==> config.mk <==
export PLATFORM = sky130hd
export DESIGN_NAME = noise_burst_sound_generator_unit_flat
export DESIGN_NICKNAME = d
export VERILOG_FILES = /design/src/rtl/nbsg_pkg.sv /design/src/rtl/nbsg_if.sv /design/src/rtl/nbsg_decoder.sv /design/src/rtl/nbsg_engine.sv /design/src/rtl/noise_burst_sound_generator_unit.sv /design/src/flat_wrapper.sv
export SDC_FILE = /design/constraint.sdc
export NUM_CORES = 2
export LEC_CHECK = 0
export BUFFER_PORTS_ARGS = -buffer_cell sky130_fd_sc_hd__buf_2
export CORE_MARGIN = 5
export CORE_UTILIZATION = 35
export CTS_BUF_LIST = sky130_fd_sc_hd__clkbuf_16
export CTS_CLUSTER_DIAMETER = 150
export DETAILED_ROUTE_END_ITERATION = 10
export GPL_ROUTABILITY_DRIVEN = 0
export PLACE_DENSITY = 0.53
export SYNTH_ARGS = -nofsm -noshare
export SYNTH_HDL_FRONTEND = slang
export SYNTH_SLANG_ARGS = --single-unit
==> constraint.sdc <==
create_clock -name i_clk -period 30.2 [get_ports i_clk]
set_input_delay 4.53 -clock i_clk [delete_from_list [all_inputs] [get_ports i_clk]]
set_output_delay 4.53 -clock i_clk [all_outputs]
set_load 0.005 [all_outputs]
==> src/rtl/nbsg_pkg.sv <==
// Package: shared types, constants and coefficient tables of the noise-burst generator.
`timescale 1ns / 1ps
`default_nettype none
package nbsg_pkg;

    typedef enum logic [1:0] {
        MODE_CMD    = 2'd0,
        MODE_ARM    = 2'd1,
        MODE_SAMPLE = 2'd2,
        MODE_NONE   = 2'd3
    } t_mode;

    typedef enum logic [3:0] {
        S_IDLE,
        S_VOICE,
        S_LP,
        S_HP,
        S_BAND,
        S_MIX,
        S_LEVEL,
        S_DECAY,
        S_SCALE
    } t_eng_state;

    // Command nibbles
    localparam logic [3:0] CMD_TRIG0  = 4'h1;
    localparam logic [3:0] CMD_TRIG1  = 4'h2;
    localparam logic [3:0] CMD_ARGS4A = 4'h3;
    localparam logic [3:0] CMD_ARGS4B = 4'h4;
    localparam logic [3:0] CMD_ARGS5  = 4'h6;

    localparam int AUDIO_W = 20;
    localparam int ENV_W   = 25;
    localparam int MUL_A_W = 27;
    localparam int MUL_B_W = 18;
    localparam int PROD_W  = MUL_A_W + MUL_B_W;

    localparam logic [15:0]      LFSR_TAPS  = 16'hB400;
    localparam logic [ENV_W-1:0] ENV_ONE    = 25'd16777216;
    localparam logic [ENV_W-1:0] ENV_CUTOFF = 25'(16777216 / 1000);
    localparam logic signed [AUDIO_W-1:0] OUT_MAX = 20'sd524287;
    localparam logic signed [AUDIO_W-1:0] OUT_MIN = -20'sd524288;

    typedef struct packed {
        logic       arm;
        logic [1:0] trig;
    } t_arm_ctrl;

    typedef struct packed {
        logic busy;
        logic done;
    } t_eng_stat;

    function automatic logic [15:0] seed(input logic v, input logic [1:0] c);
        logic [15:0] r;
        case ({v, c})
            3'b000:  r = 16'hACE1;
            3'b001:  r = 16'h1234;
            3'b010:  r = 16'h7FFF;
            3'b100:  r = 16'h5A5A;
            3'b101:  r = 16'hBEEF;
            3'b110:  r = 16'h0F1E;
            default: r = 16'h0001;
        endcase
        return r;
    endfunction

    function automatic logic signed [MUL_B_W-1:0] lp_coef(input logic [1:0] c);
        logic signed [MUL_B_W-1:0] r;
        case (c)
            2'd0:    r = 18'sd57195;
            2'd1:    r = 18'sd23895;
            default: r = 18'sd12208;
        endcase
        return r;
    endfunction

    function automatic logic signed [MUL_B_W-1:0] hp_coef(input logic [1:0] c);
        logic signed [MUL_B_W-1:0] r;
        case (c)
            2'd0:    r = 18'sd23407;
            2'd1:    r = 18'sd5722;
            default: r = 18'sd1918;
        endcase
        return r;
    endfunction

    function automatic logic signed [MUL_B_W-1:0] band_weight(input logic v,
                                                              input logic [1:0] c);
        logic signed [MUL_B_W-1:0] r;
        case ({v, c})
            3'b000:  r = 18'sd1;
            3'b001:  r = 18'sd14;
            3'b010:  r = 18'sd241;
            3'b100:  r = 18'sd18;
            3'b101:  r = 18'sd158;
            default: r = 18'sd80;
        endcase
        return r;
    endfunction

    function automatic logic signed [MUL_B_W-1:0] voice_level(input logic v);
        return v ? 18'sd7 : 18'sd16;
    endfunction

    function automatic logic signed [MUL_B_W-1:0] voice_decay(input logic v);
        return v ? 18'sd65534 : 18'sd65530;
    endfunction

endpackage
`default_nettype wire

==> src/rtl/nbsg_if.sv <==
// Interfaces: input item channel and result channel.
`timescale 1ns / 1ps
`default_nettype none
interface nbsg_in_if;
    logic       valid;
    logic       ready;
    logic [1:0] mode;
    logic [7:0] cmd_byte;
    modport source (output valid, output mode, output cmd_byte, input ready);
    modport sink   (input valid, input mode, input cmd_byte, output ready);
endinterface

interface nbsg_out_if;
    logic               valid;
    logic               ready;
    logic signed [19:0] audio_out;
    logic [1:0]         voices_sounding;
    modport source (output valid, output audio_out, output voices_sounding, input ready);
    modport sink   (input valid, input audio_out, input voices_sounding, output ready);
endinterface
`default_nettype wire

==> src/rtl/nbsg_decoder.sv <==
// Command decoder: parameter-byte countdown and pending trigger bits.
`timescale 1ns / 1ps
`default_nettype none
module nbsg_decoder (
    input  wire logic               i_clk,
    input  wire logic               i_rst_n,
    input  wire logic               i_accept,
    input  wire logic [1:0]         i_mode,
    input  wire logic [7:0]         i_cmd_byte,
    output nbsg_pkg::t_arm_ctrl     o_arm
);
    logic [1:0] r_trig, n_trig;
    logic [2:0] r_args, n_args;

    always_comb begin
        n_trig = r_trig;
        n_args = r_args;
        if (i_accept && i_mode == nbsg_pkg::MODE_CMD) begin
            if (r_args != 3'd0) begin
                n_args = r_args - 3'd1;
            end else begin
                case (i_cmd_byte[7:4])
                    nbsg_pkg::CMD_TRIG0:  n_trig = r_trig | 2'b01;
                    nbsg_pkg::CMD_TRIG1:  n_trig = r_trig | 2'b10;
                    nbsg_pkg::CMD_ARGS4A: n_args = 3'd4;
                    nbsg_pkg::CMD_ARGS4B: n_args = 3'd4;
                    nbsg_pkg::CMD_ARGS5:  n_args = 3'd5;
                    default: ;
                endcase
            end
        end else if (i_accept && i_mode == nbsg_pkg::MODE_ARM) begin
            n_trig = 2'b00;
        end
    end

    always_ff @(posedge i_clk) begin
        if (!i_rst_n) begin
            r_trig <= 2'b00;
            r_args <= 3'd0;
        end else begin
            r_trig <= n_trig;
            r_args <= n_args;
        end
    end

    assign o_arm.arm  = i_accept && i_mode == nbsg_pkg::MODE_ARM;
    assign o_arm.trig = r_trig;
endmodule
`default_nettype wire

==> src/rtl/nbsg_engine.sv <==
// Voice engine: sequencer around one shared multiplier, LFSRs, filters, envelopes.
`timescale 1ns / 1ps
`default_nettype none
module nbsg_engine #(
    parameter int HOLD_PERIOD = 16
) (
    input  wire logic                      i_clk,
    input  wire logic                      i_rst_n,
    input  wire logic                      i_start,
    input  nbsg_pkg::t_arm_ctrl            i_arm,
    input  wire logic [3:0]                i_scale,
    output nbsg_pkg::t_eng_stat            o_stat,
    output logic signed [19:0]             o_audio,
    output logic [1:0]                     o_sounding
);
    localparam int HW = $clog2(HOLD_PERIOD);
    localparam logic [HW:0] PER0 = (HW+1)'(HOLD_PERIOD);
    localparam logic [HW:0] PER1 = (HW+1)'(HOLD_PERIOD / 2);
    localparam int AW = nbsg_pkg::MUL_A_W;
    localparam int BW = nbsg_pkg::MUL_B_W;
    localparam int PW = nbsg_pkg::PROD_W;

    nbsg_pkg::t_eng_state r_state, n_state;

    logic                         r_v;
    logic [1:0]                   r_c;
    logic [15:0]                  r_noise [6];
    logic [3:0]                   r_nib   [6];
    logic signed [15:0]           r_lp    [6];
    logic signed [15:0]           r_hp    [6];
    logic [HW-1:0]                r_hold  [2];
    logic [nbsg_pkg::ENV_W-1:0]   r_env   [2];
    logic signed [17:0]           r_mix;
    logic signed [17:0]           r_vmix;
    logic signed [19:0]           r_total;
    logic signed [19:0]           r_audio;

    logic [2:0]                   w_k;
    logic signed [4:0]            w_nc;
    logic signed [12:0]           w_x;
    logic signed [17:0]           w_xd;
    logic signed [17:0]           w_band;
    logic signed [AW-1:0]         w_a;
    logic signed [BW-1:0]         w_b;
    logic signed [PW-1:0]         w_prod;
    logic [HW:0]                  w_hold_inc;
    logic [HW:0]                  w_per;
    logic [nbsg_pkg::ENV_W-1:0]   w_env_dec;

    assign w_k    = 3'(r_c) + (r_v ? 3'd3 : 3'd0);
    assign w_nc   = $signed({1'b0, r_nib[w_k]}) - 5'sd8;
    assign w_x    = {w_nc, 8'b0};
    assign w_xd   = 18'(w_x) - 18'(r_lp[w_k]);
    assign w_band = 18'(r_lp[w_k]) - 18'(r_hp[w_k]);
    assign w_per  = r_v ? PER1 : PER0;
    assign w_hold_inc = {1'b0, r_hold[r_v]} + (HW+1)'(1);
    assign w_env_dec  = w_prod[16 +: nbsg_pkg::ENV_W];

    // shared multiplier operand select
    always_comb begin
        w_a = '0;
        w_b = '0;
        case (r_state)
            nbsg_pkg::S_LP: begin
                w_a = AW'(w_xd);
                w_b = nbsg_pkg::lp_coef(r_c);
            end
            nbsg_pkg::S_HP: begin
                w_a = AW'(w_band);
                w_b = nbsg_pkg::hp_coef(r_c);
            end
            nbsg_pkg::S_BAND: begin
                w_a = AW'(w_band);
                w_b = nbsg_pkg::band_weight(r_v, r_c);
            end
            nbsg_pkg::S_MIX: begin
                w_a = $signed({2'b00, r_env[r_v]});
                w_b = r_mix;
            end
            nbsg_pkg::S_LEVEL: begin
                w_a = AW'(r_vmix);
                w_b = nbsg_pkg::voice_level(r_v);
            end
            nbsg_pkg::S_DECAY: begin
                w_a = $signed({2'b00, r_env[r_v]});
                w_b = nbsg_pkg::voice_decay(r_v);
            end
            nbsg_pkg::S_SCALE: begin
                w_a = AW'(r_total);
                w_b = $signed({14'b0, i_scale});
            end
            default: ;
        endcase
    end

    assign w_prod = w_a * w_b;

    always_comb begin
        n_state = r_state;
        case (r_state)
            nbsg_pkg::S_IDLE:  if (i_start) n_state = nbsg_pkg::S_VOICE;
            nbsg_pkg::S_VOICE: begin
                if (r_env[r_v] != '0) begin
                    n_state = nbsg_pkg::S_LP;
                end else if (r_v) begin
                    n_state = nbsg_pkg::S_SCALE;
                end
            end
            nbsg_pkg::S_LP:    n_state = nbsg_pkg::S_HP;
            nbsg_pkg::S_HP:    n_state = nbsg_pkg::S_BAND;
            nbsg_pkg::S_BAND:  n_state = (r_c == 2'd2) ? nbsg_pkg::S_MIX : nbsg_pkg::S_LP;
            nbsg_pkg::S_MIX:   n_state = nbsg_pkg::S_LEVEL;
            nbsg_pkg::S_LEVEL: n_state = nbsg_pkg::S_DECAY;
            nbsg_pkg::S_DECAY: n_state = r_v ? nbsg_pkg::S_SCALE : nbsg_pkg::S_VOICE;
            nbsg_pkg::S_SCALE: n_state = nbsg_pkg::S_IDLE;
            default:           n_state = nbsg_pkg::S_IDLE;
        endcase
    end

    always_ff @(posedge i_clk) begin
        if (!i_rst_n) begin
            r_state <= nbsg_pkg::S_IDLE;
        end else begin
            r_state <= n_state;
        end
    end

    always_ff @(posedge i_clk) begin
        logic [15:0] l;
        if (!i_rst_n) begin
            for (int i = 0; i < 6; i++) begin
                r_noise[i] <= nbsg_pkg::seed(i >= 3, 2'(i % 3));
                r_nib[i]   <= 4'd8;
                r_lp[i]    <= '0;
                r_hp[i]    <= '0;
            end
            for (int v = 0; v < 2; v++) begin
                r_hold[v] <= '0;
                r_env[v]  <= '0;
            end
            r_v     <= 1'b0;
            r_c     <= 2'd0;
            r_mix   <= '0;
            r_vmix  <= '0;
            r_total <= '0;
            r_audio <= '0;
        end else begin
            case (r_state)
                nbsg_pkg::S_IDLE: begin
                    if (i_arm.arm) begin
                        for (int v = 0; v < 2; v++) begin
                            if (i_arm.trig[v]) begin
                                r_env[v]  <= nbsg_pkg::ENV_ONE;
                                r_hold[v] <= '0;
                            end
                        end
                    end
                    if (i_start) begin
                        r_v     <= 1'b0;
                        r_total <= '0;
                    end
                end
                nbsg_pkg::S_VOICE: begin
                    if (r_env[r_v] != '0) begin
                        // new noise nibbles at the start of each hold period
                        if (r_hold[r_v] == '0) begin
                            for (int i = 0; i < 6; i++) begin
                                if ((i >= 3) == r_v) begin
                                    l = (r_noise[i] >> 1) ^
                                        (r_noise[i][0] ? nbsg_pkg::LFSR_TAPS : 16'h0000);
                                    r_noise[i] <= l;
                                    r_nib[i]   <= l[3:0];
                                end
                            end
                        end
                        r_hold[r_v] <= (w_hold_inc >= w_per) ? '0 : w_hold_inc[HW-1:0];
                        r_mix <= '0;
                        r_c   <= 2'd0;
                    end else if (!r_v) begin
                        r_v <= 1'b1;
                    end
                end
                nbsg_pkg::S_LP: r_lp[w_k] <= 16'(PW'(r_lp[w_k]) + (w_prod >>> 16));
                nbsg_pkg::S_HP: r_hp[w_k] <= 16'(PW'(r_hp[w_k]) + (w_prod >>> 16));
                nbsg_pkg::S_BAND: begin
                    r_mix <= r_mix + 18'(w_prod >>> 8);
                    r_c   <= r_c + 2'd1;
                end
                nbsg_pkg::S_MIX:   r_vmix  <= 18'(w_prod >>> 24);
                nbsg_pkg::S_LEVEL: r_total <= r_total + 20'(w_prod >>> 4);
                nbsg_pkg::S_DECAY: begin
                    r_env[r_v] <= (w_env_dec < nbsg_pkg::ENV_CUTOFF) ? '0 : w_env_dec;
                    r_v <= 1'b1;
                end
                nbsg_pkg::S_SCALE: begin
                    if (w_prod > PW'(nbsg_pkg::OUT_MAX)) begin
                        r_audio <= nbsg_pkg::OUT_MAX;
                    end else if (w_prod < PW'(nbsg_pkg::OUT_MIN)) begin
                        r_audio <= nbsg_pkg::OUT_MIN;
                    end else begin
                        r_audio <= w_prod[19:0];
                    end
                end
                default: ;
            endcase
        end
    end

    assign o_stat.busy = r_state != nbsg_pkg::S_IDLE;
    assign o_stat.done = r_state == nbsg_pkg::S_SCALE;
    assign o_audio     = (r_state == nbsg_pkg::S_SCALE) ?
                         ((w_prod > PW'(nbsg_pkg::OUT_MAX)) ? nbsg_pkg::OUT_MAX :
                          (w_prod < PW'(nbsg_pkg::OUT_MIN)) ? nbsg_pkg::OUT_MIN :
                          w_prod[19:0]) : r_audio;
    assign o_sounding  = {r_env[1] != '0, r_env[0] != '0};
endmodule
`default_nettype wire

==> src/rtl/noise_burst_sound_generator_unit.sv <==
// Top level: APB register, handshakes, result register, decoder and voice engine.
//
//  channel   dir   payload                              handshake
//  i_in_ch   in    mode[1:0], cmd_byte[7:0]             valid/ready
//  o_out_ch  out   audio_out[19:0] s, voices_sounding   valid/ready
//  apb       in    channel_scale at 0x0                 psel/penable, pready=1
//
// Command and arm items finish in the accept cycle; the result shows next cycle.
// A sample item runs the multiply sequencer: per sounding voice three bands of LP, HP
// and band weight, then mix, level, decay; then output scaling; all on one multiplier.
// Synchronous active-low reset: voices silent, LFSRs seeded, channel_scale = 10.
// Input is held off while the sequencer runs or while a result waits unread.
`timescale 1ns / 1ps
`default_nettype none
module noise_burst_sound_generator_unit #(
    parameter int HOLD_PERIOD = 16
) (
    input  wire logic        i_clk,
    input  wire logic        i_rst_n,
    nbsg_in_if.sink          i_in_ch,
    nbsg_out_if.source       o_out_ch,
    input  wire logic        psel,
    input  wire logic        penable,
    input  wire logic        pwrite,
    input  wire logic [2:0]  paddr,
    input  wire logic [31:0] pwdata,
    output logic [31:0]      prdata,
    output logic             pready
);
    logic [3:0]               r_scale;
    logic                     r_out_valid;
    logic signed [19:0]       r_audio;
    logic [1:0]               r_sounding;
    logic                     w_in_ready;
    logic                     w_accept;
    logic                     w_start;
    nbsg_pkg::t_arm_ctrl      w_arm;
    nbsg_pkg::t_eng_stat      w_stat;
    logic signed [19:0]       w_eng_audio;
    logic [1:0]               w_eng_sounding;

    assign pready = 1'b1;
    assign prdata = (paddr[2] == 1'b0) ? {28'b0, r_scale} : 32'b0;

    always_ff @(posedge i_clk) begin
        if (!i_rst_n) begin
            r_scale <= 4'd10;
        end else if (psel && penable && pwrite && paddr[2] == 1'b0) begin
            r_scale <= pwdata[3:0];
        end
    end

    assign w_in_ready = !w_stat.busy && (!r_out_valid || o_out_ch.ready);
    assign w_accept   = i_in_ch.valid && w_in_ready;
    assign w_start    = w_accept && i_in_ch.mode == nbsg_pkg::MODE_SAMPLE;
    assign i_in_ch.ready = w_in_ready;

    nbsg_decoder u_dec (
        .i_clk      (i_clk),
        .i_rst_n    (i_rst_n),
        .i_accept   (w_accept),
        .i_mode     (i_in_ch.mode),
        .i_cmd_byte (i_in_ch.cmd_byte),
        .o_arm      (w_arm)
    );

    nbsg_engine #(.HOLD_PERIOD(HOLD_PERIOD)) u_eng (
        .i_clk      (i_clk),
        .i_rst_n    (i_rst_n),
        .i_start    (w_start),
        .i_arm      (w_arm),
        .i_scale    (r_scale),
        .o_stat     (w_stat),
        .o_audio    (w_eng_audio),
        .o_sounding (w_eng_sounding)
    );

    always_ff @(posedge i_clk) begin
        if (!i_rst_n) begin
            r_out_valid <= 1'b0;
        end else if (w_stat.done || (w_accept && !w_start)) begin
            r_out_valid <= 1'b1;
        end else if (o_out_ch.ready) begin
            r_out_valid <= 1'b0;
        end
    end

    always_ff @(posedge i_clk) begin
        if (w_stat.done) begin
            r_audio    <= w_eng_audio;
            r_sounding <= w_eng_sounding;
        end else if (w_accept && !w_start) begin
            r_audio    <= '0;
            // arming turns on the pending voices
            r_sounding <= (i_in_ch.mode == nbsg_pkg::MODE_ARM) ?
                          (w_eng_sounding | w_arm.trig) : w_eng_sounding;
        end
    end

    assign o_out_ch.valid           = r_out_valid;
    assign o_out_ch.audio_out       = r_audio;
    assign o_out_ch.voices_sounding = r_sounding;

    a_start_busy: assert property (@(posedge i_clk) disable iff (!i_rst_n)
        w_start |=> w_stat.busy)
        else $error("sample transfer did not start the sequencer");

    a_done_slot_free: assert property (@(posedge i_clk) disable iff (!i_rst_n)
        w_stat.done |-> !r_out_valid)
        else $error("sequencer finished while a result was still pending");

    a_env_quiet: assert property (@(posedge i_clk) disable iff (!i_rst_n)
        (!w_stat.busy && !w_accept) |=> $stable(w_eng_sounding))
        else $error("voice envelopes changed with no transfer in flight");

    a_no_accept_busy: assert property (@(posedge i_clk) disable iff (!i_rst_n)
        w_stat.busy |-> !i_in_ch.ready)
        else $error("input ready while the sequencer runs");
endmodule
`default_nettype wire

==> src/flat_wrapper.sv <==
// flat-port wrapper written by rule: the top's interface ports become plain ports
module noise_burst_sound_generator_unit_flat 
#(
    parameter int HOLD_PERIOD = 16
)
  (i_clk, i_rst_n, psel, penable, pwrite, paddr, pwdata, prdata, pready, i_in_ch_valid, i_in_ch_mode, i_in_ch_cmd_byte, i_in_ch_ready, o_out_ch_valid, o_out_ch_audio_out, o_out_ch_voices_sounding, o_out_ch_ready);
  nbsg_in_if i_in_ch_i ();
  nbsg_out_if o_out_ch_i ();
  input  wire logic i_clk;
  input  wire logic i_rst_n;
  input  wire logic psel;
  input  wire logic penable;
  input  wire logic pwrite;
  input  wire logic [2:0] paddr;
  input  wire logic [31:0] pwdata;
  output logic [31:0] prdata;
  output logic pready;
  input wire logic [$bits(i_in_ch_i.valid)-1:0] i_in_ch_valid;
  input wire logic [$bits(i_in_ch_i.mode)-1:0] i_in_ch_mode;
  input wire logic [$bits(i_in_ch_i.cmd_byte)-1:0] i_in_ch_cmd_byte;
  output wire logic [$bits(i_in_ch_i.ready)-1:0] i_in_ch_ready;
  output wire logic [$bits(o_out_ch_i.valid)-1:0] o_out_ch_valid;
  output wire logic [$bits(o_out_ch_i.audio_out)-1:0] o_out_ch_audio_out;
  output wire logic [$bits(o_out_ch_i.voices_sounding)-1:0] o_out_ch_voices_sounding;
  input wire logic [$bits(o_out_ch_i.ready)-1:0] o_out_ch_ready;
  assign i_in_ch_i.valid = i_in_ch_valid;
  assign i_in_ch_i.mode = i_in_ch_mode;
  assign i_in_ch_i.cmd_byte = i_in_ch_cmd_byte;
  assign i_in_ch_ready = i_in_ch_i.ready;
  assign o_out_ch_valid = o_out_ch_i.valid;
  assign o_out_ch_audio_out = o_out_ch_i.audio_out;
  assign o_out_ch_voices_sounding = o_out_ch_i.voices_sounding;
  assign o_out_ch_i.ready = o_out_ch_ready;
  noise_burst_sound_generator_unit #(.HOLD_PERIOD(HOLD_PERIOD)) u_core (.i_clk(i_clk), .i_rst_n(i_rst_n), .i_in_ch(i_in_ch_i), .o_out_ch(o_out_ch_i), .psel(psel), .penable(penable), .pwrite(pwrite), .paddr(paddr), .pwdata(pwdata), .prdata(prdata), .pready(pready));
endmodule
==> key figures <==
Finish
  – Layout cells sized above 1: under 10%
  – Fin util: around two fifths
  – P&R area growth vs syn: 9.17%
  – Final nets: between 5000 and 6000

STA
  – Fmax achieved: just over 60 MHz
  – Max-slew headroom: 22.6%
  – Setup violators final: 0
  – Worst Max-Slew Pin Slew: roughly 1200 ps
  – Slew Viols, Final: 0
  – RSZ-0062 raised after global routing: no
  – Sum Neg Setup Slack: 0 ps
  – Final Hold Fails: 0
  – Clk_skew: 60.8 ps
  – Post-route minimum period: ~16000 ps
  – Fin crit share: ~55%

Yosys
  – Simple-gate portion of the synthesized area: between 10% and 20%
  – Post-synthesis adder-cell area fraction: a little over a quarter
  – Ys async rst share: 0%
  – Post-synth cell types: just under 100
  – Largest family of logic cells by synthesized area: adder cells
  – Mapped Avg Cell Area: ~10 µm²
  – Post-synthesis sequential area ratio: between 30% and 40%
  – Gate Count Post-Synth: 4488
  – Post-synth EDFFs: approximately 450
  – Post-synthesis compound-gate area fraction: 9.07%
  – Top_reg_cell synth: edfxtp_1
  – Synthesis warning total: 0
  – Flops & latches, synth: between 500 and 600
  – Mux share of post-synthesis cell area: roughly 4.6%
  – Mapped Area: roughly 45000 µm²
  – XOR/XNOR Fraction of Synth Area: between 2 and 2.5%

Clocking
  – Post-CTS Setup Bufs: 0
  – Clk_lat worst skew: ~650 ps
  – H-tree depth: 2
  – Worst-path clk slew: about 70 ps
  – CTS Root Cell: clkbuf_16
  – CTS Buf Count: 56
  – Cts hold-fix bufs: 0
  – Longest Clk Path Bufs: 3
  – Clk sinks: a little over 500
  – Cts repair resizes: 0
  – CTS tree: done

Global route
  – Global-route wire length before repair: 207000 µm
  – Global Route Usage Sum: between 15 and 20%
  – Pin count of the biggest net entering global routing: between 80 and 90
  – Antenna violations before repair: 4
  – Total grt overflow: 0
  – Vias in the first global route: roughly 33000

Die
  – Die Y: ~370 µm
  – Die width: 368 µm
  – Initial core utilization: 35.1%
  – Core region area: 127000 µm²
  – Row cnt: ~130
  – IO Pins: 109
  – Die area: approximately 140000 µm²

Place
  – Hpwl dp: just over 100000 µm
  – # port buffers: 45

Detailed routing
  – Routed length per instance: roughly 22 µm
  – DR top layer: met5
  – Pre-antenna DRT Iters: 6
  – Drt drc: 0
  – Met1 WL: about 60000 µm
  – Met3 wire len: between 7000 and 8000 µm
  – Detailed Route Iter0 Violations: around 2800
  – WL final: roughly 130000 µm
  – Number of nets with antenna violations after detailed routing: 0
  – Metal2 WL: approximately 63000 µm
  – Vias: around 33000
  – Via-per-instance ratio: approximately 5.3

Pwr
  – Pwr per Cell Area: around 59 nW/µm²
  – Leakage power figure: 20.4 nW
  – Worst IR Drop VDD: roughly 0.044 mV

Status
  – Status: finished clean

Worst setup path
  – CP Max Fanout: 45
  – Arrival time at the worst endpoint: around 17000 ps
  – WP buf/inv: 9
  – Crit-path leading delay family: adder cells
  – Critical Path Source Type: flop
  – Worst path max stage delay: just over 900 ps
  – CP max stage cell: fa_4
  – WS Path Type: reg -> reg
  – CP required: roughly 31000 ps
  – CP endpoint kind: flop

Worst hold path
  – Tightest Hold Check Type: reg -> reg

Flow run
  – Max Cap Viol: 0
## worst min-delay path, stage by stage (launching register included)
cell	delay, ps
dfxtp_1	310
nand2_1	50
a21boi_0	60
## cells by family after synthesis
logic type | count (synthesis)
and+or+nand+nor | 1548
buffers and inverters | 892
adders and majority gates | 679
AOI/OAI and AO/OA | 605
DFF | 519
xor gates and xnor gates | 125
muxes | 118
other | 2
## power breakdown
part	internal (W)	switching [W]
Clock	0.000383	0.000296
Sequential	0.000815	0.0000144
Combinational	0.000394	0.000967
## path summary, 6_finish.rpt
kind,start,to,cells past startpoint,slack (ps)
hold / removal,u_core.u_eng.r_vmix[17]$_SDFFE_PN0P_,u_core.u_eng.r_vmix[17]$_SDFFE_PN0P_,2,470
hold reg to reg,u_core.u_eng.r_vmix[17]$_SDFFE_PN0P_,u_core.u_eng.r_vmix[17]$_SDFFE_PN0P_,2,470
setup / recovery,u_core.u_eng.r_v$_SDFFE_PN0P_,u_core.u_eng.r_lp[7][12]$_DFFE_PP_,44,13710
setup reg to reg,u_core.u_eng.r_v$_SDFFE_PN0P_,u_core.u_eng.r_lp[7][12]$_DFFE_PP_,44,13710
## layout by cell type (no fill, tap or decap), types with 73 or more instances in the layout
| master | n |
|---|---|
| a21oi_1 | 127 |
| and2_1 | 154 |
| buf_4 | 91 |
| dfxtp_1 | 73 |
| edfxtp_1 | 445 |
| fa_1 | 467 |
| ha_1 | 208 |
| inv_1 | 679 |
| nand2_1 | 477 |
| nand3_1 | 74 |
| nor2_1 | 490 |
| o21ai_0 | 112 |
| xnor2_1 | 82 |
## cell type report
cell class              instances  area [µm²]
diodes                          1        2.50
clock buffers                  56        1400
clock inverters                48         417
fillers                     12800       78500
inverters                     674        2530
multi-input cells            3105       26700
flip-flops and latches        519       14800
well taps                    1662        2080
repair buffers                135         903
## layer usage
| layer | vias up | track usage [%] |
|---|---|---|
| met5 | - | 0 |
| li1 | 14900 | - |
| met1 | 16700 | 28.0 |
| met4 | 2 | 4.68 |
| met2 | 947 | 32.7 |
| met3 | 180 | 1.96 |
## cell usage after synthesis, types with 22 or more instances
cell	instances	share of area, %
nand2b_1	27	0.38
nor2b_1	47	0.66
nor4_1	23	0.32
ha_1	209	5.8
and3_1	49	0.68
a211oi_1	22	0.37
a31oi_1	26	0.36
xor2_1	42	0.82
dfxtp_1	74	3.3
o21ai_0	122	1.4
nand2_1	477	4.0
mux2i_1	42	0.94
or3_1	68	0.95
o21a_1	30	0.50
buf_4	33	0.55
o211ai_1	31	0.52
edfxtp_1	445	30
a21o_1	50	0.84
mux4_2	68	3.4
and2_1	154	2.2
clkbuf_1	153	1.3
xnor2_1	83	1.6
nand3_1	74	0.83
inv_1	672	5.6
nor2_1	492	4.1
fa_1	468	21
nor3_1	60	0.67
a21oi_1	128	1.4
or2_2	22	0.31
## state kept, by name, summed over array words and instances (netlist names), 4 cells and up, named ones only
signal                     count
u_core.o_out_ch.audio_out     20
u_core.r_scale                 4
u_core.u_eng.r_env            50
u_core.u_eng.r_hold            8
u_core.u_eng.r_hp            128
u_core.u_eng.r_lp            128
u_core.u_eng.r_mix            18
u_core.u_eng.r_nib            20
u_core.u_eng.r_noise          89
u_core.u_eng.r_state           4
u_core.u_eng.r_total          20
u_core.u_eng.r_vmix           18
## stage by stage
step           hold slack (ps)  cells  setup WS, ps  power [W]  cell area [µm²]
2_1_floorplan              444   4516         17060    0.00167            44900
3_3_place_gp               457   6095         14140    0.00218            47000
3_5_place_dp               470   6095         14050    0.00218            47000
4_1_cts                    479   6199         13960    0.00287            48900
5_1_grt                    499   6199         12920    0.00302            48900
6_report                   475   6200         13710    0.00287            48900
(Power assumes the default switching activity.)
